==> config.mk <==
export PLATFORM = sky130hd
export DESIGN_NAME = sbpm_back
export DESIGN_NICKNAME = d
export VERILOG_FILES = /design/src/sv/sbpm_pkg.sv /design/src/sv/sbpm_back.sv
export SDC_FILE = /design/constraint.sdc
export NUM_CORES = 2
export LEC_CHECK = 0
export ABC_AREA = 1
export BUFFER_PORTS_ARGS = -buffer_cell sky130_fd_sc_hd__buf_2
export CELL_PAD_IN_SITES_DETAIL_PLACEMENT = 1
export CELL_PAD_IN_SITES_GLOBAL_PLACEMENT = 1
export CORE_ASPECT_RATIO = 1.4
export CORE_UTILIZATION = 54
export DETAILED_ROUTE_END_ITERATION = 8
export GPL_TIMING_DRIVEN = 1
export PLACE_DENSITY_LB_ADDON = 0.1
export REMOVE_ABC_BUFFERS = 1
export SYNTH_ARGS = -nofsm -noshare
export SYNTH_HDL_FRONTEND = slang
export SYNTH_SLANG_ARGS = --single-unit
==> constraint.sdc <==
create_clock -name i_clk -period 10.5 [get_ports i_clk]
set_input_delay 1.05 -clock i_clk [delete_from_list [all_inputs] [get_ports i_clk]]
set_output_delay 1.05 -clock i_clk [all_outputs]
set_load 0.03 [all_outputs]
==> src/sv/sbpm_pkg.sv <==
// Shared types, constants and register codes of the spectrum band peak meter.
`timescale 1ns / 1ps
`default_nettype none
package sbpm_pkg;

    // Default sizes handed to the top level parameters, and the queue depth
    localparam int BAND_COUNT_DEF = 8;
    localparam int FRAME_BINS_DEF = 512;
    localparam int MAG_BITS_DEF   = 24;
    localparam int QUEUE_DEPTH    = 4;

    // Fixed field widths
    localparam int BAND_BITS  = 3;
    localparam int LEVEL_BITS = 24;
    localparam int DRIVE_BITS = 10;
    localparam int EDGE_BITS  = 8;
    localparam int GAIN_BITS  = 6;
    localparam int WGT_BITS   = 9;
    localparam int CFG_DATA_BITS = 64;
    localparam int CFG_IDX_BITS  = 3;

    localparam logic [LEVEL_BITS-1:0] LEVEL_MAX = 24'hFF_FFFF;
    localparam logic [DRIVE_BITS-1:0] DRIVE_MAX = 10'd1023;
    localparam logic [WGT_BITS-1:0]   WEIGHT_FULL = 9'd256;

    // level * 1023 / 50 reaches 1024 from this level up
    localparam logic [LEVEL_BITS-1:0] DRIVE_SAT_LEVEL = 24'd51;
    // level * 1023 / 50 reads full scale from this level up
    localparam logic [LEVEL_BITS-1:0] DRIVE_FULL_LEVEL = 24'd50;
    localparam int DRIVE_SCALE = 1023;
    localparam int DRIVE_DIV   = 50;
    // ceil(1023 * 2^16 / 50): exact floor of level * 1023 / 50 for levels up to 50
    localparam int DRIVE_RECIP_SHIFT = 16;
    localparam int DRIVE_RECIP_BITS  = 21;
    localparam int DRIVE_RECIP = ((DRIVE_SCALE << DRIVE_RECIP_SHIFT) + DRIVE_DIV - 1) / DRIVE_DIV;
    // gain is in tenths and the store in Q.8: 10 * 256 = 5 * 2^9
    localparam int LEVEL_PRE_SHIFT = 9;
    localparam int LEVEL_ODD_DIV   = 5;

    // Configuration register indexes
    localparam logic [CFG_IDX_BITS-1:0] CFG_BAND_GAINS  = 3'd0;
    localparam logic [CFG_IDX_BITS-1:0] CFG_START_EDGES = 3'd1;
    localparam logic [CFG_IDX_BITS-1:0] CFG_TOP_END     = 3'd2;
    localparam logic [CFG_IDX_BITS-1:0] CFG_WEIGHT      = 3'd3;
    localparam logic [CFG_IDX_BITS-1:0] CFG_NOISE_FLOOR = 3'd4;

    // Configuration reset values
    localparam logic [47:0] GAINS_RST  = 48'd44678567731850;
    localparam logic [63:0] EDGES_RST  = 64'd12357971021029639425;
    localparam logic [7:0]  TOP_RST    = 8'd213;
    localparam logic [8:0]  WEIGHT_RST = 9'd243;
    localparam logic [23:0] FLOOR_RST  = 24'd20;

    typedef struct packed {
        logic [47:0]           gains;
        logic [63:0]           edges;
        logic [EDGE_BITS-1:0]  top_end;
        logic [WGT_BITS-1:0]   weight;
        logic [LEVEL_BITS-1:0] floor_level;
    } t_cfg;

    typedef enum logic [3:0] {
        ST_IDLE,
        ST_MULA,
        ST_MULB,
        ST_SUM,
        ST_GAIN,
        ST_RECIP,
        ST_LEVEL,
        ST_SCALE,
        ST_OUT
    } t_back_state;

endpackage
`default_nettype wire

==> src/sv/sbpm_back.sv <==
// Back part: smoothing, gain, noise floor and drive scaling with reciprocal division.
`timescale 1ns / 1ps
`default_nettype none
module sbpm_back #(
    parameter int BAND_COUNT = 8,
    parameter int MAG_BITS   = 24
) (
    input  wire                                     i_clk,
    input  wire                                     i_rst_n,
    input  sbpm_pkg::t_cfg                          i_cfg,
    input  wire                                     i_q_valid,
    input  wire  [sbpm_pkg::BAND_BITS+MAG_BITS-1:0] i_q_data,
    output logic                                    o_q_pop,
    output logic                                    o_valid,
    input  wire                                     i_ready,
    output logic [sbpm_pkg::BAND_BITS-1:0]          o_band,
    output logic [sbpm_pkg::LEVEL_BITS-1:0]         o_level,
    output logic [sbpm_pkg::DRIVE_BITS-1:0]         o_drive
);
    import sbpm_pkg::*;

    localparam int SW   = MAG_BITS + 8;
    localparam int PW   = SW + GAIN_BITS;
    localparam int BIW  = (BAND_COUNT > 1) ? $clog2(BAND_COUNT) : 1;
    // divide the shifted product by five through a rounded-up reciprocal
    localparam int YW   = PW - LEVEL_PRE_SHIFT;
    localparam int RS   = YW + $clog2(LEVEL_ODD_DIV);
    localparam int MW   = RS + 1 - $clog2(LEVEL_ODD_DIV);
    localparam int PRW  = YW + MW;
    localparam int QUOW = (YW - 2 > LEVEL_BITS) ? YW - 2 : LEVEL_BITS + 1;
    localparam logic [MW-1:0] LVL_RECIP =
        MW'(((64'd1 << RS) + 64'(LEVEL_ODD_DIV - 1)) / 64'(LEVEL_ODD_DIV));
    localparam int DPW  = GAIN_BITS + DRIVE_RECIP_BITS;

    t_back_state r_state;
    t_back_state n_state;

    logic [BAND_BITS-1:0]  r_band;
    logic [MAG_BITS-1:0]   r_peak;
    logic [SW-1:0]         r_pa;
    logic [SW+8:0]         r_pb;
    logic [SW-1:0]         r_store [BAND_COUNT];
    logic [PW-1:0]         r_prod;
    logic [QUOW-1:0]       r_quo;
    logic [LEVEL_BITS-1:0] r_level;
    logic [DRIVE_BITS-1:0] r_drive;
    logic                  r_out_valid;
    logic [BAND_BITS-1:0]  r_out_band;
    logic [LEVEL_BITS-1:0] r_out_level;
    logic [DRIVE_BITS-1:0] r_out_drive;

    logic [WGT_BITS-1:0]   w;
    logic [WGT_BITS-1:0]   inv_w;
    logic [SW-1:0]         old_sm;
    logic [SW-1:0]         sm;
    logic [GAIN_BITS-1:0]  gain;
    logic [PRW-1:0]        lvl_prod;
    logic [LEVEL_BITS-1:0] lvl_sat;
    logic [DPW-1:0]        drv_prod;
    logic [DRIVE_BITS-1:0] drv_q;
    logic                  load_out;

    always_comb begin
        w        = (i_cfg.weight > WEIGHT_FULL) ? WEIGHT_FULL : i_cfg.weight;
        inv_w    = WEIGHT_FULL - w;
        old_sm   = r_store[r_band[BIW-1:0]];
        sm       = r_pa + SW'(r_pb >> 8);
        gain     = i_cfg.gains[GAIN_BITS*r_band +: GAIN_BITS];
        lvl_prod = PRW'(r_prod[PW-1:LEVEL_PRE_SHIFT]) * PRW'(LVL_RECIP);
        lvl_sat  = (|r_quo[QUOW-1:LEVEL_BITS]) ? LEVEL_MAX : r_quo[LEVEL_BITS-1:0];
        drv_prod = DPW'(r_level[GAIN_BITS-1:0]) * DPW'(DRIVE_RECIP);
        drv_q    = DRIVE_BITS'(drv_prod >> DRIVE_RECIP_SHIFT);
    end

    always_ff @(posedge i_clk) begin
        if (!i_rst_n) begin
            r_state <= ST_IDLE;
        end else begin
            r_state <= n_state;
        end
    end

    always_comb begin
        n_state  = r_state;
        o_q_pop  = 1'b0;
        load_out = 1'b0;
        unique case (r_state)
            ST_IDLE: begin
                if (i_q_valid) begin
                    o_q_pop = 1'b1;
                    n_state = ST_MULA;
                end
            end
            ST_MULA:  n_state = ST_MULB;
            ST_MULB:  n_state = ST_SUM;
            ST_SUM:   n_state = ST_GAIN;
            ST_GAIN:  n_state = ST_RECIP;
            ST_RECIP: n_state = ST_LEVEL;
            ST_LEVEL: n_state = ST_SCALE;
            ST_SCALE: n_state = ST_OUT;
            ST_OUT: begin
                // hold here until the output register is free
                if (!r_out_valid || i_ready) begin
                    load_out = 1'b1;
                    n_state  = ST_IDLE;
                end
            end
            default: n_state = ST_IDLE;
        endcase
    end

    always_ff @(posedge i_clk) begin
        unique case (r_state)
            ST_IDLE: begin
                r_band <= i_q_data[BAND_BITS+MAG_BITS-1:MAG_BITS];
                r_peak <= i_q_data[MAG_BITS-1:0];
            end
            ST_MULA:  r_pa <= SW'((MAG_BITS+WGT_BITS)'(r_peak) * (MAG_BITS+WGT_BITS)'(w));
            ST_MULB:  r_pb <= (SW+9)'(old_sm) * (SW+9)'(inv_w);
            ST_SUM:   r_pa <= sm;
            ST_GAIN:  r_prod <= PW'(r_pa) * PW'(gain);
            ST_RECIP: r_quo <= QUOW'(lvl_prod >> RS);
            ST_LEVEL: begin
                r_level <= (lvl_sat < i_cfg.floor_level) ? '0 : lvl_sat;
            end
            ST_SCALE: begin
                r_drive <= (r_level >= DRIVE_SAT_LEVEL) ? DRIVE_MAX : drv_q;
            end
            default: begin
            end
        endcase
    end

    // smoothed values, cleared at reset, updated once per band closing
    always_ff @(posedge i_clk) begin
        if (!i_rst_n) begin
            for (int i = 0; i < BAND_COUNT; i++) begin
                r_store[i] <= '0;
            end
        end else if (r_state == ST_SUM) begin
            r_store[r_band[BIW-1:0]] <= sm;
        end
    end

    always_ff @(posedge i_clk) begin
        if (!i_rst_n) begin
            r_out_valid <= 1'b0;
        end else if (load_out) begin
            r_out_valid <= 1'b1;
        end else if (i_ready) begin
            r_out_valid <= 1'b0;
        end
    end

    always_ff @(posedge i_clk) begin
        if (load_out) begin
            r_out_band  <= r_band;
            r_out_level <= r_level;
            r_out_drive <= r_drive;
        end
    end

    assign o_valid = r_out_valid;
    assign o_band  = r_out_band;
    assign o_level = r_out_level;
    assign o_drive = r_out_drive;

endmodule
`default_nettype wire

* Word-level counts from Yosys, hierarchy flattened
Memories as Yosys holds them, arrays and structs flattened. A register that Yosys moved wholly into a read port is not among the register bits. Cells that the tools add are included.
Operators by class: add/subtract/negate cells 2, multiply operators 6, magnitude comparators 3, equal/unequal tests 10, shift operators 1, muxes and demuxes 20, reduce and logical (&&, ||, !) cells 8
Operators by type and width (count):
- $pmux 32 s2 | 1
- $mul 29x28->57 const B | 1
- $shiftx 48x7->6 | 1
- $mul 32x9->40 | 1
- $mul 32x6->38 | 1
- $pmux 4 s9 | 1
- $add 32x32->32 | 1
- $mul 24x9->32 | 1
- $mux 32 | 1
- $reduce_or 32->1 | 1
- $mul 6x21->26 const B | 1
- $ge 24x6->1 const B | 1
- $lt 24x24->1 | 1
- $mux 24 | 1
- $eq 4x3->1 const B | 4
- $mux 1 | 11
- $gt 9x9->1 const B | 1
- $mux 9 | 1
- $sub 9x9->9 const A | 1
- $eq 4x2->1 const B | 2
- $mux 4 | 2
- $mux 3 | 2
- $mul 2x3->5 const A | 1
- $eq 4x1->1 const B | 1
- 8 further kinds | 10
Storage, ports and cells: flip-flop bits (word level) 240, RAM bits 256, input bits 184, output and inout port bits 39, logic and storage cells 64, memories kept 1
Memories:
- r_store | depth 8, bits a word 32, rd ports 1, clocked after memory_dff 1, wr ports 8, RTL line sbpm_back.sv:42 | logic [SW-1:0] r_store [BAND_COUNT];

* Longest topological paths before layout
word-level depth 6, depth in mapped cells 36, depth with buffers taken out 35

* Worst setup path after synthesis
Ideal clock, no wire load.
path kind input port to flip-flop, from in i_cfg[32] in the netlist's numbering, to reg r_pb[32] (data pin), arrival 5894 ps, path slack 4348 ps, stages on the path 26, path buffers 2, cell sequence buf_4 > nor2_4 > inv_1 > ha_1 > nand2_1 > nor2_2 > xor2_1 > inv_2 > buf_2 > nor2_1 > fa_1 > fa_1 > fa_1 > inv_1 > fa_1 > inv_1 > ha_1 > a21oi_1 > o21ai_0 > a21oi_1 > inv_1 > a21oi_1 > nand2_1 > nand2_1 > nand2_1 > xor2_1
Between the ends: longest elaborated chain between the ends 4
RTL lines:
- start, declared | RTL line sbpm_back.sv:10 | input sbpm_pkg::t_cfg i_cfg,
- $gt 9x9->1 | RTL line sbpm_back.sv:64 | w = (i_cfg.weight > WEIGHT_FULL) ? WEIGHT_FULL : i_cfg.weight;
- $mux 9 (*) | RTL line sbpm_back.sv:64
- $sub 9x9->9 (*) | RTL line sbpm_back.sv:65 | inv_w = WEIGHT_FULL - w;
- $mul 32x9->40 (*) | RTL line sbpm_back.sv:119 | ST_MULB: r_pb <= (SW+9)'(old_sm) * (SW+9)'(inv_w);
- end signal, assigned | RTL line sbpm_back.sv:119
- end, declared | RTL line sbpm_back.sv:41 | logic [SW+8:0] r_pb;
Mark *: on every way between the ends. The rest lies on a longest branch, timed or not. A chain may end at the register's enable or synchronous reset.

* Worst setup path in the final report
from in i_cfg[32] in the netlist's numbering, to reg r_pb[28] (data pin)
The elaborated chain is that of the path after synthesis.

==> tab_implementation.tex <==
\begin{tabular}{lr}
\hline
Metric & Value \\
\hline
\multicolumn{2}{l}{\textbf{Synth}} \\
Simple-gate portion of the synthesized area & between 10\% and 20\% \\
Adder-cell share of the synthesized area & approximately two fifths \\
FF+latch count, synth & between 400 and 500 \\
Number of flops mapped to enable cells by yosys & 474 \\
Synthesized area per cell & slightly below 9 um2 \\
Number of instances in the synthesized netlist & 6,627 \\
Combinational family with the most area after synthesis & adder cells \\
Post-synthesis async set-or-reset flop share & 0\% \\
Summed instance area of the synthesized netlist & approximately 58,000 um2 \\
Yosys synthesis warning count & 0 \\
Sequential element share of the synthesized area & about a quarter \\
Number of different library cells in the post-synthesis netlist & 66 \\
Most used DFF post-synth & sky130\_fd\_sc\_hd\_\_edfxtp\_1 \\
Compound-Gate Fraction of Synth Area & approximately 7.4\% \\
Post-synthesis mux area share & less than 1\% \\
Xor and xnor fraction of the mapped netlist area & roughly 1.9\% \\
\multicolumn{2}{l}{\textbf{Critical path}} \\
Required time of the critical path & between 10 and 15 ns \\
Number of cells traversed by the worst register-to-register path & 24 \\
Critical Path Slowest Stage Cell & sky130\_fd\_sc\_hd\_\_buf\_2 \\
Most frequent CP cell & sky130\_fd\_sc\_hd\_\_nand2\_1 \\
Sort of element at the start of the critical path & primary input \\
Crit end category & register \\
Type of the setup path with the least slack & primary input to register \\
Max FO, Critical Path & 29 \\
Slowest cell delay on critical path & 0.56 ns \\
Arrival time at the worst endpoint & 8.32 ns \\
\multicolumn{2}{l}{\textbf{Global routing}} \\
Via count of the first global-routing pass & around 53,000 \\
Number of antenna violations at the first check in global routing & 0 \\
Maximum number of pins on one net before global-route repair & between 90 and 100 \\
Total global routing track utilization & 36.41\% \\
Total gr overflow & 0 \\
Global-route wire length before repair & 299,600 um \\
\multicolumn{2}{l}{\textbf{Clocking}} \\
CTS Hold Bufs & 0 \\
Insertion delay of the later-clocked pin in the worst-skew pair & between 0.6 and 0.7 ns \\
CTS resizes & 0 \\
Inserted Clock Buffers & between 50 and 60 \\
Post-CTS Setup Repair Bufs & 0 \\
Clk sink count & 482 \\
Clock-pin slew on the worst setup and hold paths & 0.06 ns \\
Root buffer cell & sky130\_fd\_sc\_hd\_\_clkbuf\_16 \\
Maximum buffer depth of the clock tree & 3 \\
CTS H-tree depth & 2 \\
Clock tree from TritonCTS & yes \\
\multicolumn{2}{l}{\textbf{Detailed routing}} \\
Average wire per cell in the routed design & approximately 24 um \\
Via count normalized by instance count & 5.703 \\
Detailed Route WL & 194,300 um \\
Count of nets left with antenna violations after detail routing & 0 \\
DR iter-0 viols & between 2,000 and 3,000 \\
Top metal layer carrying routed signals & met4 \\
DRT Pass-1 Iters & 5 \\
Count of vias placed by the detailed router & around 47,000 \\
Met1 layer wirelength in the final routing & $\sim$66,000 um \\
Routed wl met3 & between 7000 and 8000 um \\
Number of remaining DRC errors & 0 \\
Length of routed met2 wiring & 103,400 um \\
\multicolumn{2}{l}{\textbf{Min path}} \\
Hold crit path type & register to register \\
Worst hold path depth & 0 \\
\multicolumn{2}{l}{\textbf{Status}} \\
Result of the run & completed \\
\multicolumn{2}{l}{\textbf{Floorplanning}} \\
Starting density of the core & roughly 54\% \\
Die Width & around 280 um \\
Area inside the core boundary & 107,100 um2 \\
Number of I/O pins & between 200 and 250 \\
Placement row count & 142 \\
Die Y-Extent & 391.1 um \\
Die ar. & about 110,000 um2 \\
\multicolumn{2}{l}{\textbf{Timing}} \\
Slew headroom & 12.03\% \\
Total count of hold-check failures in the final report & 0 \\
Final worst path period need & slightly below 8 ns \\
Unrepaired setup endpoints after global routing & no \\
Max-slew violation count & 0 \\
Actual transition at the worst max-transition pin & between 1 and 1.5 ns \\
Final setup viols & 0 \\
Highest achievable clock rate & 125.8 MHz \\
Fin Clk Skew & between 0.04 and 0.05 ns \\
Share of the clock period used by the worst path after layout & $\sim$76\% \\
Post-route setup TNS & 0 ns \\
\multicolumn{2}{l}{\textbf{Final layout}} \\
Fraction of final layout cells sized beyond drive strength 1 & approximately 5.6\% \\
Layout overhead on the synthesized area & 6.701\% \\
Total Nets Final & 8,248 \\
Ant. Diodes & 0 \\
\multicolumn{2}{l}{\textbf{Flow run}} \\
Total of max-cap violations & 0 \\
\multicolumn{2}{l}{\textbf{Place}} \\
Final RePlAce weighted congestion & 0.9802 \\
Post-detail-place hpwl & approximately 160,000 um \\
Count of port buffers added during placement & 150 \\
\hline
\end{tabular}
==> cell type report <==
| cell class | count | area [um2] |
|---|---|---|
| clock buffer | 58 | 1324 |
| timing repair buffer | 190 | 1051 |
| multi-input combinational | 4579 | 38110 |
| inverter | 1402 | 5273 |
| clock inverter | 35 | 337.8 |
| tap | 1440 | 1802 |
| sequential | 482 | 14400 |
| fill | 12664 | 44840 |
==> cells in the mapped netlist, drive strengths merged (3+ instances only) <==
| cell | count | share of area [%] |
|---|---|---|
| inv | 1401 | 9.0 |
| nand2 | 1363 | 8.9 |
| fa | 820 | 28 |
| nor2 | 770 | 5.0 |
| ha | 537 | 12 |
| edfxtp | 474 | 24 |
| a21oi | 329 | 2.8 |
| o21ai | 179 | 1.6 |
| nand3 | 119 | 1.0 |
| clkbuf | 103 | 0.67 |
| xor2 | 77 | 1.2 |
| buf | 61 | 0.53 |
| a32o | 58 | 0.99 |
| nor3 | 50 | 0.44 |
| xnor2 | 41 | 0.67 |
| a31oi | 33 | 0.35 |
| nand4 | 25 | 0.27 |
| o21a | 24 | 0.31 |
| nor4 | 23 | 0.26 |
| or2 | 23 | 0.25 |
| o21bai | 20 | 0.26 |
| a21o | 19 | 0.24 |
| a221oi | 10 | 0.15 |
| a21boi | 9 | 0.12 |
| dfxtp | 8 | 0.27 |
| o211ai | 8 | 0.10 |
| nand3b | 6 | 0.077 |
| a211oi | 5 | 0.064 |
| o221ai | 5 | 0.075 |
| a22o | 4 | 0.060 |
| o2111ai | 3 | 0.045 |
| o22ai | 3 | 0.032 |
| o31ai | 3 | 0.039 |
==> worst max-delay path: cells and delay by family <==
family	cells	cell delay, ns
compound gates	1	0.16
simple gates	15	2.75
fa+ha+maj	5	2.28
buf+inv	10	2.01
==> flip-flops by register name, summed over array words and instances, names as in the netlist, 3 cells and up, named ones only <==
signal / flops
r_pa: 32
r_state: 4
r_drive: 10
r_store: 256
r_band: 3
r_level: 24
r_peak: 24
o_band: 3
r_pb: 32
r_prod: 29
r_quo: 27
o_level: 24
o_drive: 10
==> stage by stage <==
step	hold WS (ns)	utilization, %	cells	cell area (um2)	setup slack (ns)
floorplan	0.4003	-	6463	57690	2.244
global placement	0.4059	56.60	8093	60640	2.132
detailed placement	0.4074	56.60	8093	60640	2.024
CTS	0.4219	58.15	8186	62300	2.704
global route	0.4258	58.15	8186	62300	2.175
finish	0.4197	58.15	8186	62300	2.548
==> layer usage <==
metal	up-vias	global-route usage [%]
met1	23769	36.38
met3	704	4.333
met4	0	27.61
li1	20847	-
met2	1362	68.35
met5	-	0
==> path summary, 6_finish.rpt <==
kind / start / end / slack, ns
max: i_cfg[32] / r_pb[28] / 2.55
min: r_drive[0] / o_drive[0] / 0.42
max reg2reg: register / r_pb[28] / 2.88
min reg2reg: r_drive[0] / o_drive[0] / 0.42
==> logic make-up (layout without fill, tap and decap cells) <==
group,after synthesis,after routing
AO/OA/AOI/OAI,719,719
XOR/XNOR,118,118
adder cells (fa/ha/maj),1357,1357
AND/OR/NAND/NOR,2384,2384
multiplexers,1,1
flip-flops,482,482
buffers and inverters,1566,1685
==> cell usage in the layout (no fill, tap or decap), drive strengths merged, types with 24 or more instances in the layout <==
| master | n |
|---|---|
| inv | 1403 |
| nand2 | 1363 |
| fa | 820 |
| nor2 | 770 |
| ha | 537 |
| edfxtp | 474 |
| a21oi | 329 |
| buf | 190 |
| o21ai | 179 |
| nand3 | 119 |
| xor2 | 77 |
| a32o | 58 |
| clkbuf | 58 |
| nor3 | 50 |
| xnor2 | 41 |
| a31oi | 33 |
| clkinv | 27 |
| nand4 | 25 |
| o21a | 24 |
Power is not shown: default switching activity piles up to over one toggle a cycle in this logic, so the estimate is an artifact.
