## src/sv/sbpm_fifo.sv

```systemverilog
// Short queue of closed bands between the front and the back part.
`timescale 1ns / 1ps
`default_nettype none
module sbpm_fifo #(
    parameter int WIDTH = 27,
    parameter int DEPTH = 4
) (
    input  wire              i_clk,
    input  wire              i_rst_n,
    input  wire              i_push,
    input  wire  [WIDTH-1:0] i_data,
    input  wire              i_pop,
    output logic             o_valid,
    output logic             o_full,
    output logic [WIDTH-1:0] o_data
);
    localparam int AW = (DEPTH > 1) ? $clog2(DEPTH) : 1;
    localparam int NW = $clog2(DEPTH + 1);

    logic [WIDTH-1:0] r_mem [DEPTH];
    logic [AW-1:0]    r_wr;
    logic [AW-1:0]    r_rd;
    logic [NW-1:0]    r_cnt;

    logic do_push;
    logic do_pop;

    always_comb begin
        o_valid = r_cnt != '0;
        o_full  = r_cnt == NW'(DEPTH);
        o_data  = r_mem[r_rd];
        do_push = i_push && !o_full;
        do_pop  = i_pop && o_valid;
    end

    always_ff @(posedge i_clk) begin
        if (do_push) begin
            r_mem[r_wr] <= i_data;
        end
    end

    always_ff @(posedge i_clk) begin
        if (!i_rst_n) begin
            r_wr  <= '0;
            r_rd  <= '0;
            r_cnt <= '0;
        end else begin
            if (do_push) begin
                r_wr <= (r_wr == AW'(DEPTH - 1)) ? '0 : r_wr + AW'(1);
            end
            if (do_pop) begin
                r_rd <= (r_rd == AW'(DEPTH - 1)) ? '0 : r_rd + AW'(1);
            end
            unique case ({do_push, do_pop})
                2'b10:   r_cnt <= r_cnt + NW'(1);
                2'b01:   r_cnt <= r_cnt - NW'(1);
                default: r_cnt <= r_cnt;
            endcase
        end
    end

endmodule
`default_nettype wire

```

## config.mk

```make
export PLATFORM = sky130hd
export DESIGN_NAME = sbpm_fifo
export DESIGN_NICKNAME = d
export VERILOG_FILES = /design/src/sv/sbpm_fifo.sv
export SDC_FILE = /design/constraint.sdc
export NUM_CORES = 1
export LEC_CHECK = 0
export ABC_CLOCK_PERIOD_IN_PS = 3730
export BUFFER_PORTS_ARGS = -buffer_cell sky130_fd_sc_hd__buf_2
export CAP_MARGIN = 20
export CORE_MARGIN = 2
export CORE_UTILIZATION = 55
export DETAILED_ROUTE_END_ITERATION = 7
export GPL_TIMING_DRIVEN = 0
export HOLD_SLACK_MARGIN = 0.15
export MAX_ROUTING_LAYER = met4
export PLACE_DENSITY = 0.82
export SYNTH_ARGS = -nofsm -noshare
export SYNTH_HDL_FRONTEND = slang
export SYNTH_SLANG_ARGS = --single-unit
```

## constraint.sdc

```tcl
create_clock -name i_clk -period 3.73 [get_ports i_clk]
set_clock_uncertainty 0.1 [all_clocks]
set_input_delay 0.5595 -clock i_clk [delete_from_list [all_inputs] [get_ports i_clk]]
set_output_delay 0.5595 -clock i_clk [all_outputs]
set_load 0.01 [all_outputs]
```

# Word level (Yosys, flattened, before mapping)
# Memories as Yosys holds them, arrays and structs flattened. A register that Yosys moved wholly into a read port is not among the register bits.
# Cells that the tools add are included.
[op_classes]
addsub = 4
n_eq_ne = 5
muxes = 7
n_reduce_logical = 5
[op_table]
columns = ["cell", "count"]
rows = [
  ["$mux W2", 4],
  ["$eq A2 B2 Y1 const B", 3],
  ["$pmux W3 S2", 1],
  ["$add A2 B1 Y2 const B", 2],
  ["$add A3 B1 Y3 const B", 1],
  ["$eq A3 B3 Y1 const B", 1],
  ["$reduce_bool A3 Y1", 1],
  ["$sub A3 B1 Y3 const B", 1],
  ["$eq A2 B1 Y1 const B", 1],
  ["$logic_and A1 B1 Y1", 2],
  ["$mux W1", 2],
  ["$reduce_bool A2 Y1", 1],
  ["$logic_not A1 Y1", 1],
]
[word_totals]
ff_bits = 7
ramBits = 108
in_bits = 31
out_inout_bits = 29
word_cells = 25
memories = 1
[mem_list]
columns = ["memory", "words", "word_bits", "read_ports", "rd_ports_with_merged_regs", "write_ports", "line", "text"]
rows = [
  ["r_mem", 4, 27, 1, 1, 1, "20", "logic [WIDTH-1:0] r_mem [DEPTH];"],
]

# Depth between registers and ports, before layout
# Gate-level depths: netlist of run 1.
[logic_depth]
depth_word = 5
depth_mapped = 10
depth_no_buf = 9

# Worst setup path before layout of run 1
# OpenSTA, ideal clock, no wires.
[synth_timing]
kind = "register to register"
from = "reg r_cnt[2]"
to = "reg r_cnt[2]"
setup_time_ns = 0.076
arrival_time_ns = 2.027
required_time_ns = 3.554
slack_ns = 1.528
stages_incl_launch_ff = 11
path_buffers = 1
period_less_slack_ns = 2.202
cell_sequence = "dfxtp_1 -> nor3b_2 -> nor2b_1 -> buf_2 -> inv_1 -> ha_1 -> inv_1 -> fa_1 -> xor2_1 -> or3_1 -> a21boi_0"
[synth_via]
elab_chain_cells = 5
word_cells_on_any_way = 11
cone_classes = "add/sub: 2; eq/ne: 3; mux: 1; reduce/logical: 5"
[synth_lines]
columns = ["element", "line", "text"]
rows = [
  ["start: declaration", "23", "logic [NW-1:0] r_cnt;"],
  ["start signal: assignment", "55", "2'b10: r_cnt <= r_cnt + NW'(1);"],
  ["start signal: assignment", "56", "2'b01: r_cnt <= r_cnt - NW'(1);"],
  ["start signal: assignment", "57", "default: r_cnt <= r_cnt;"],
  ["$eq A3 B3 Y1 *", "30", "o_full = r_cnt == NW'(DEPTH);"],
  ["named net o_full", "14", "output logic o_full,"],
  ["$logic_not A1 Y1 *", "32", "do_push = i_push && !o_full;"],
  ["$logic_and A1 B1 Y1 *", "32", ""],
  ["$eq A2 B1 Y1 / $eq A2 B2 Y1 (equally long branches)", "54", "unique case ({do_push, do_pop})"],
  ["$pmux W3 S2 / $reduce_bool A2 Y1 (equally long branches)", "n/a", ""],
]
# The timed path passes the listed nets; every way through them passes the cells marked *.
# A chain may end at the register's enable or synchronous reset.

==> results_dict.tcl, run 1 <==
set metrics [dict create \
    status "finished clean" \
    total_power_mw 4.08 \
    whs_endpoint "r_mem[3][10]" \
    crit_arrival_ns 1.87 \
    route.met2.wl_microns 3850 \
    worst-path-max-fanout 10 \
    cts_resized 0 \
    start_util_pct 57.2 \
    peakVddDrop_mv 0.475 \
    dp_hpwl_microns 4560 \
    port_buffers 59 \
    yosysTopAreaCell "edfxtp_1" \
    ys_warn_count 0 \
    core-area_sq_um 7770 \
    syn_nets 235 \
    relSlewSlack_pct 53.0 \
    rr_worst_depth 10 \
    grtUsageTotal_pct 19.5 \
    root_buffer "clkbuf_8" \
    die-area_sq_um 8810 \
    yosysUniqueCellTypes 24 \
    m1WireLength_microns 3070 \
    drcViolationCount 0 \
    max_slew.worst_pin.slew_ns 0.705 \
    grt_antenna_before_repair 0 \
    num_rows 32 \
    wirelength_microns 7380 \
    rsz0062_at_grt "false" \
    routedWlPerCell_microns 18.1 \
    syn-cell-area_sq_um 4440 \
    cp.required_ns 3.07 \
    end_kind "output pin" \
    p_leak_nw 2.06 \
    path_clk_slew_ns 0.05 \
    cts_sinks 117 \
    nNetsFinal 332 \
    cts_tree "yes" \
    die_w_microns 93.8 \
    drv_cap 0 \
    r2r_end "r_cnt[2]" \
    hold_violations 0 \
    critPathKind "reg -> out" \
    die_y_microns 93.8 \
    layoutNonFillerInstCount 408 \
    post-route-util_pct 73.5 \
    setup_viol 0 \
    area_delta_synth_final_pct 28.5 \
    clock_latency_ns 0.50 \
    drive_gt1_share_pct 38.6 \
    antenna_cells 0 \
    drv_slew 0 \
    powerDensity_nw_per_um2 715 \
    drt_iter0_drc 95 \
    setup_tns_ns 0 \
    synth_area_per_cell_sq_um 22.5 \
    cts_buffers 17 \
    vias_per_cell 5.26 \
    numPlacedInstances 362 \
    whs_ns 0.179 \
    htree_levels 4 \
    ant_nets 0 \
    min_path_type "in -> reg" \
    highest_layer "met4" \
    grt_max_degree 19 \
    synthTopCellsByArea "edfxtp_1, mux4_2, mux4_1, dfxtp_1, ha_1" \
    start_kind "register" \
    place_congestion 0.712 \
    synth-seq-cells 117 \
    fin_crit_ns 2.53 \
    seq_area_frac_synth_pct 77.1 \
    grt_pass1_vias 2276 \
    synth_top_area_share_pct 73.1 \
    layout_commonest_cell "edfxtp_1" \
    fmax_mhz 395 \
    wl_met3_microns 408 \
    finalCritPeriodShare_pct 67.9 \
    final.fill_count 471 \
    min_path_cells 1 \
    grt_pass1_wl_microns 11700 \
    hp-start "i_data[10]" \
    grt_overflow 0 \
    clk_path_buf_depth 2 \
    syn_inst 197 \
    firstDrtPassIters 4 \
    r2r-start "r_cnt[1]" \
    layout_common_cells "edfxtp_1, buf_2, mux4_2" \
    vias 2146 \
    ios 60 \
    r2r_slack_ns 1.47 \
]
metal layers:
metal,track usage [%],vias to the layer above
li1,-,1003
met1,23.1,1070
met2,31.3,69
met3,6.90,4
met4,7.25,0
met5,-,-
metrics by stage:
stage                     setup WS [ns]  instance area (sq um)
after global routing               1.09                   5710
final                              1.20                   5710
after detailed placement           1.32                   4970
after floorplan                    1.53                   4440
after CTS                          1.16                   5710
after global placement             1.18                   4860
sequential cells by signal, summed over array words and instances, names as in the netlist, named ones only:
| register | flops |
|---|---|
| r_cnt | 3 |
| r_wr | 2 |
| r_mem | 108 |
| r_rd | 2 |
cells in the mapped netlist:
library cell / number
edfxtp_1: 108
mux4_2: 20
dfxtp_1: 9
inv_1: 7
mux4_1: 7
nand2_1: 7
and2_1: 6
ha_1: 6
buf_2: 4
o21ai_0: 4
buf_12: 2
mux2i_1: 2
nand3_1: 2
nor2_1: 2
or3_1: 2
a21boi_0: 1
buf_6: 1
clkbuf_1: 1
fa_1: 1
nor2b_1: 1
nor3b_2: 1
o31ai_1: 1
xnor2_1: 1
xor2_1: 1
kinds of logic after synthesis:
kind of cell             share of synthesized area, %
flip-flops                                       77.1
multiplexers                                     14.7
AND/OR/NAND/NOR                                  2.54
buffers and inverters                            2.28
adder cells (fa/ha/maj)                          2.14
AO/OA/AOI/OAI                                   0.789
XOR/XNOR                                        0.395
repair_timing:
action | 4_1_cts | 5_1_grt
hold endpoints to repair | 54 | 0
setup endpoints to repair | 0 | 0
buffers inserted | 0 | 0
hold buffers | 15 | 0
where the power goes:
group | switching [mW] | internal, mW | leakage (nW) | total [mW]
clock | 0.520 | 1.07 | 0.290 | 1.59
sequential | 0.0491 | 1.59 | 1.06 | 1.64
combinational | 0.407 | 0.442 | 0.701 | 0.849
cell type report:
cell class / instances / area (sq um) / share of cell area, %
Timing Repair Buffer: 78 / 556 / 9.74
Inverter: 7 / 26.3 / 0.461
Clock buffer: 19 / 422 / 7.39
Multi-Input combinational cell: 65 / 915 / 16.0
Sequential cell: 117 / 3420 / 60.0
Clock inverter: 12 / 161 / 2.83
Buffer: 8 / 75.1 / 1.32
Tap cell: 102 / 128 / 2.24
worst max-delay path: stages (launching register included):
cell and delay, ns:
dfxtp_1 0.30, buf_2 0.23, buf_2 0.32, mux4_2 0.36, buf_2 0.16
worst max-delay path by stage:
stage | startpoint | end | slack [ns] | cells past startpoint
finish | register | o_data[5] | 1.20 | 4
global route | register | o_data[0] | 1.09 | 4
CTS | register | o_data[0] | 1.16 | 4
detailed placement | i_push | r_cnt[2] | 1.32 | 10
global placement | i_push | r_mem[3][9] | 1.18 | 4
floorplan | r_cnt[2] | r_cnt[2] | 1.53 | 10
No activity file was read; power rests on OpenSTA's default activity.
==> run 2, diff against run 1 <==
==> config.mk (replaced) <==
export PLATFORM = sky130hd
export DESIGN_NAME = sbpm_fifo
export DESIGN_NICKNAME = d
export VERILOG_FILES = /design/src/sv/sbpm_fifo.sv
export SDC_FILE = /design/constraint.sdc
export NUM_CORES = 1
export LEC_CHECK = 0
export ABC_CLOCK_PERIOD_IN_PS = 2200
export BUFFER_PORTS_ARGS = -buffer_cell sky130_fd_sc_hd__buf_2
export CAP_MARGIN = 20
export CORE_MARGIN = 2
export CORE_UTILIZATION = 51
export DETAILED_ROUTE_END_ITERATION = 7
export GPL_TIMING_DRIVEN = 0
export HOLD_SLACK_MARGIN = 0.15
export MAX_ROUTING_LAYER = met4
export PLACE_DENSITY = 0.8
export SYNTH_ARGS = -nofsm -noshare
export SYNTH_HDL_FRONTEND = slang
export SYNTH_SLANG_ARGS = --single-unit
==> constraint.sdc (replaced) <==
create_clock -name i_clk -period 2.2 [get_ports i_clk]
set_clock_uncertainty 0.1 [all_clocks]
set_input_delay 0.33 -clock i_clk [delete_from_list [all_inputs] [get_ports i_clk]]
set_output_delay 0.33 -clock i_clk [all_outputs]
set_load 0.01 [all_outputs]
==> results_dict.tcl, run 2 (synthesis gave the netlist of run 1 again) <==
set metrics [dict create \
    status "complete, but fails checks" \
    violations "setup timing" \
    wirelength_microns 8250 \
    drv_cap 0 \
    vias_per_cell 5.16 \
    finalCritPeriodShare_pct 102 \
    place_congestion 0.711 \
    setup_slack_ns -0.0504 \
    p_comb_share_pct 25.2 \
    clock_latency_ns 0.51 \
    internal_power_mw 5.53 \
    grt_pass1_wl_microns 12600 \
    peakVddDrop_mv 0.805 \
    rsz0062_at_grt "true" \
    die_y_microns 97.3 \
    area_delta_synth_final_pct 37.2 \
    htree_levels 4 \
    fmax_mhz 444 \
    largest_reg_flops 108 \
    num_rows 34 \
    cts_sinks 117 \
    dp_hpwl_microns 4480 \
    start_util_pct 51.7 \
    nNetsFinal 349 \
    critPathKind "reg -> out" \
    vias 2231 \
    powerDensity_nw_per_um2 1220 \
    min_path_type "in -> reg" \
    cts_buffers 17 \
    p_seq_share_pct 37.5 \
    crit_arrival_ns 1.82 \
    antenna_cells 0 \
    power_switching_mw 1.92 \
    clk_path_buf_depth 2 \
    post-route-util_pct 70.9 \
    routedWlPerCell_microns 19.1 \
    multi_input_area_sq_um 916 \
    regArea_sq_um 3430 \
    worst-path-max-fanout 8 \
    p_leak_nw 2.17 \
    top_regs "r_mem (108), r_cnt (3)" \
    p_clk_share_pct 37.2 \
    core-area_sq_um 8590 \
    drive_gt1_share_pct 43.5 \
    final.fill_count 539 \
    setup_viol 17 \
    cts_tree "yes" \
    power_switching_share_pct 25.7 \
    end_kind "output pin" \
    ios 60 \
    start_kind "register" \
    grt_antenna_before_repair 0 \
    grt_overflow 0 \
    fin_crit_ns 2.25 \
    setup_tns_ns -0.471 \
    largest-register "r_mem" \
    ant_nets 0 \
    grtUsageTotal_pct 19.2 \
    hold_violations 0 \
    drv_slew 0 \
    drt_iter0_drc 138 \
    layout_commonest_cell "edfxtp_1" \
    layout_common_cells "edfxtp_1, buf_2, dlygate4sd3_1" \
    relSlewSlack_pct 58.2 \
    drcViolationCount 0 \
    grt_pass1_vias 2382 \
    die-area_sq_um 9470 \
    cp.required_ns 1.77 \
    root_buffer "clkbuf_8" \
    grt_max_degree 19 \
    port_buffers 59 \
    path_clk_slew_ns 0.06 \
    die_w_microns 97.3 \
    max_slew.worst_pin.slew_ns 0.628 \
    firstDrtPassIters 7 \
]
[run 2: timing repair]
action                                  4_1_cts  5_1_grt
hold buffers                                 29        0
endpoints found under the setup margin       24       47
hold endpoints to repair                    112        0
setup buffers                                 2        0
gates cloned                                  1        1
resized for setup                            27       14
[run 2: cell type report]
class,instances,share of cell area (%)
Timing Repair Buffer,96,14.6
Inverter,7,0.431
Multi-Input combinational cell,65,15.0
Clock buffer,17,6.80
Buffer,7,1.50
Clock inverter,15,3.14
Tap cell,108,2.22
Sequential cell,117,56.3
[run 2: metrics by stage]
step	area, sq um	setup slack (ns)	instances	power (mW)	hold slack (ns)
after floorplan	4450	0.0199	197	3.76	0.329
after detailed placement	4990	-0.0349	368	4.28	0.395
after global placement	4880	-0.207	364	4.18	0.384
after CTS	5990	-0.100	431	7.36	0.169
final	6090	-0.0504	432	7.45	0.166
after global routing	6090	-0.121	432	7.77	0.156
[run 2: per-layer routing]
metal | global-route usage [%] | share of wire, % | up-vias
met1 | 23.6 | 43 | 1125
met3 | 6.91 | 4.1 | 6
met2 | 29.9 | 53 | 65
met5 | - | 0 | -
li1 | - | - | 1035
met4 | 7.05 | 0.64 | 0
[run 2: final timing paths]
check | from | to | slack [ns] | cells past startpoint
setup reg to reg | r_cnt[1] | r_cnt[2] | 0.06 | 9
hold / removal | i_push | r_wr[1] | 0.17 | 3
setup / recovery | register | o_data[12] | -0.05 | 4
hold reg to reg | r_wr[1] | r_wr[1] | 0.40 | 2
[run 2: worst max-delay path, cell delays in order (launching register included)]
cell     delay [ns]
dfxtp_2        0.33
buf_12         0.15
buf_12         0.14
mux4_2         0.53
buf_6          0.15
[run 2: power groups by stage]
stage          Sequential (mW)  Combinational, mW  Clock (mW)
6_report                  2.80               1.88        2.77
4_1_cts                   2.79               1.74        2.82
5_1_grt                   2.82               2.02        2.93
3_5_place_dp              2.83               1.45           0
2_1_floorplan             2.80              0.957           0
3_3_place_gp              2.82               1.36           0
==> run 3, diff against run 2 <==
--- a/config.mk
+++ b/config.mk
@@ -15,6 +15,7 @@
 export HOLD_SLACK_MARGIN = 0.15
 export MAX_ROUTING_LAYER = met4
 export PLACE_DENSITY = 0.8
+export REMOVE_ABC_BUFFERS = 1
 export SYNTH_ARGS = -nofsm -noshare
 export SYNTH_HDL_FRONTEND = slang
 export SYNTH_SLANG_ARGS = --single-unit
==> results_dict.tcl, run 3 (synthesis gave the netlist of run 1 again) <==
set metrics [dict create \
    grt_pass1_wl_microns 12800 \
    pre_cts_ws_ns -0.244 \
    path_clk_slew_ns 0.05 \
    largest_reg_flops 108 \
    area_delta_synth_final_pct 34.7 \
    internal_power_mw 5.38 \
    num_rows 34 \
    die_w_microns 97.3 \
    cts_buffers 17 \
    clk_path_buf_depth 2 \
    cts_sinks 117 \
    root_buffer "clkbuf_8" \
    die_y_microns 97.3 \
    powerDensity_nw_per_um2 1190 \
    numPlacedInstances 362 \
    min_path_type "reg -> reg" \
    critPathKind "reg -> out" \
    setup_viol 0 \
    drive_gt1_share_pct 42.5 \
    rsz0062_at_grt "true" \
    power_switching_share_pct 24.4 \
    ios 60 \
    grt_pass1_vias 2396 \
    htree_levels 4 \
    p_leak_nw 2.12 \
    r2r_slack_ns 0.09 \
    max_slew.worst_pin.slew_ns 0.604 \
    routedWlPerCell_microns 18.8 \
    relSlewSlack_pct 59.7 \
    layoutNonFillerInstCount 428 \
    fin_crit_ns 2.16 \
    die-area_sq_um 9470 \
    place_congestion 0.683 \
    largest-register "r_mem" \
    antenna_cells 0 \
    hold_violations 0 \
    cp.required_ns 1.77 \
    vias_per_cell 5.25 \
    end_kind "output pin" \
    dp_hpwl_microns 4670 \
    grt_antenna_before_repair 0 \
    drv_slew 0 \
    wirelength_microns 8040 \
    cts_tree "yes" \
    firstDrtPassIters 4 \
    worst-path-max-fanout 8 \
    layout_commonest_cell "edfxtp_1" \
    vias 2245 \
    core-area_sq_um 8590 \
    port_buffers 59 \
    layout_common_cells "edfxtp_1, buf_2, dlygate4sd3_1" \
    grtUsageTotal_pct 18.8 \
    crit_arrival_ns 1.73 \
    grt_max_degree 19 \
    peakVddDrop_mv 0.615 \
    drcViolationCount 0 \
    fmax_mhz 462 \
    nNetsFinal 345 \
    start_kind "register" \
    ant_nets 0 \
    finalCritPeriodShare_pct 98.4 \
    p_seq_share_pct 39.9 \
    grt_overflow 0 \
    setup_slack_ns 0.0357 \
    p_clk_share_pct 36.1 \
    drv_cap 0 \
    clock_latency_ns 0.49 \
    status "finished clean" \
    p_comb_share_pct 23.9 \
    start_util_pct 51.7 \
    power_switching_mw 1.74 \
    top_regs "r_mem (108), r_cnt (3)" \
    drt_iter0_drc 92 \
]
==> run 3: cell types whose count changed in the layout (fill, tap and decap cells not counted), moves of 2 or more <==
cell,delta
buf_2,+3
buf_6,-6
clkbuf_1,+3
clkbuf_8,+3
clkinv_2,+3
clkinvlp_4,-2
dfxtp_2,-2
dfxtp_4,+3
inv_6,-6
mux4_1,-2
mux4_2,+2
==> run 3: power by group through the flow <==
stage	Clock (mW)	Sequential, mW	Combinational [mW]
4_1_cts	2.61	2.84	1.71
3_3_place_gp	0	2.97	1.12
2_1_floorplan	0	2.90	0.747
6_report	2.57	2.85	1.70
5_1_grt	2.72	2.87	1.84
3_5_place_dp	0	2.90	1.33
==> run 3: worst max-delay path, cell delays in order (launching register included) <==
cell and delay (ns):
dfxtp_4 0.41, buf_12 0.16, mux4_2 0.53, buf_6 0.14
==> run 3: layout make-up <==
type | count | area (sq um)
Tap cell | 108 | 135
Clock inverter | 8 | 100
Multi-Input combinational cell | 65 | 913
Inverter | 7 | 26.3
Timing Repair Buffer | 99 | 896
Fill cell | 529 | 2620
Sequential cell | 117 | 3440
Clock buffer | 24 | 470
==> run 3: path summary, 6_finish.rpt <==
path / startpoint / endpoint / cells after the start
worst max-delay path: register / o_data[7] / 3
worst min-delay path: r_rd[0] / register / 2
worst max register to register: r_cnt[1] / r_cnt[2] / 9
worst min register to register: r_rd[0] / register / 2
==> run 3: metrics by stage <==
stage                     utilization (%)  setup TNS (ns)  total power, mW  hold WS (ns)  instance area (sq um)
after floorplan                         -           -2.69             3.65         0.329                   4360
final                                69.6               0             7.12         0.419                   5980
after global routing                 69.6          -0.210             7.43         0.460                   5980
after CTS                            69.5          -0.690             7.16         0.421                   5970
after detailed placement             57.5           -7.31             4.22         0.415                   4940
after global placement               55.8          -60.96             4.09         0.381                   4790
==> run 3: repair_timing <==
item	in CTS	in global routing
pin swaps	1	1
buffers inserted	3	1
hold buffers	30	0
endpoints found under the setup margin	117	27
resized for setup	22	17
hold endpoints to repair	117	0
cloned	2	0
==> run 3: per-layer routing <==
layer	vias to the layer above	track usage (%)	wire, microns
li1	1020	-	-
met1	1164	23.6	3400
met2	57	30.7	4330
met3	4	5.90	280
met4	0	4.17	32
met5	-	-	0
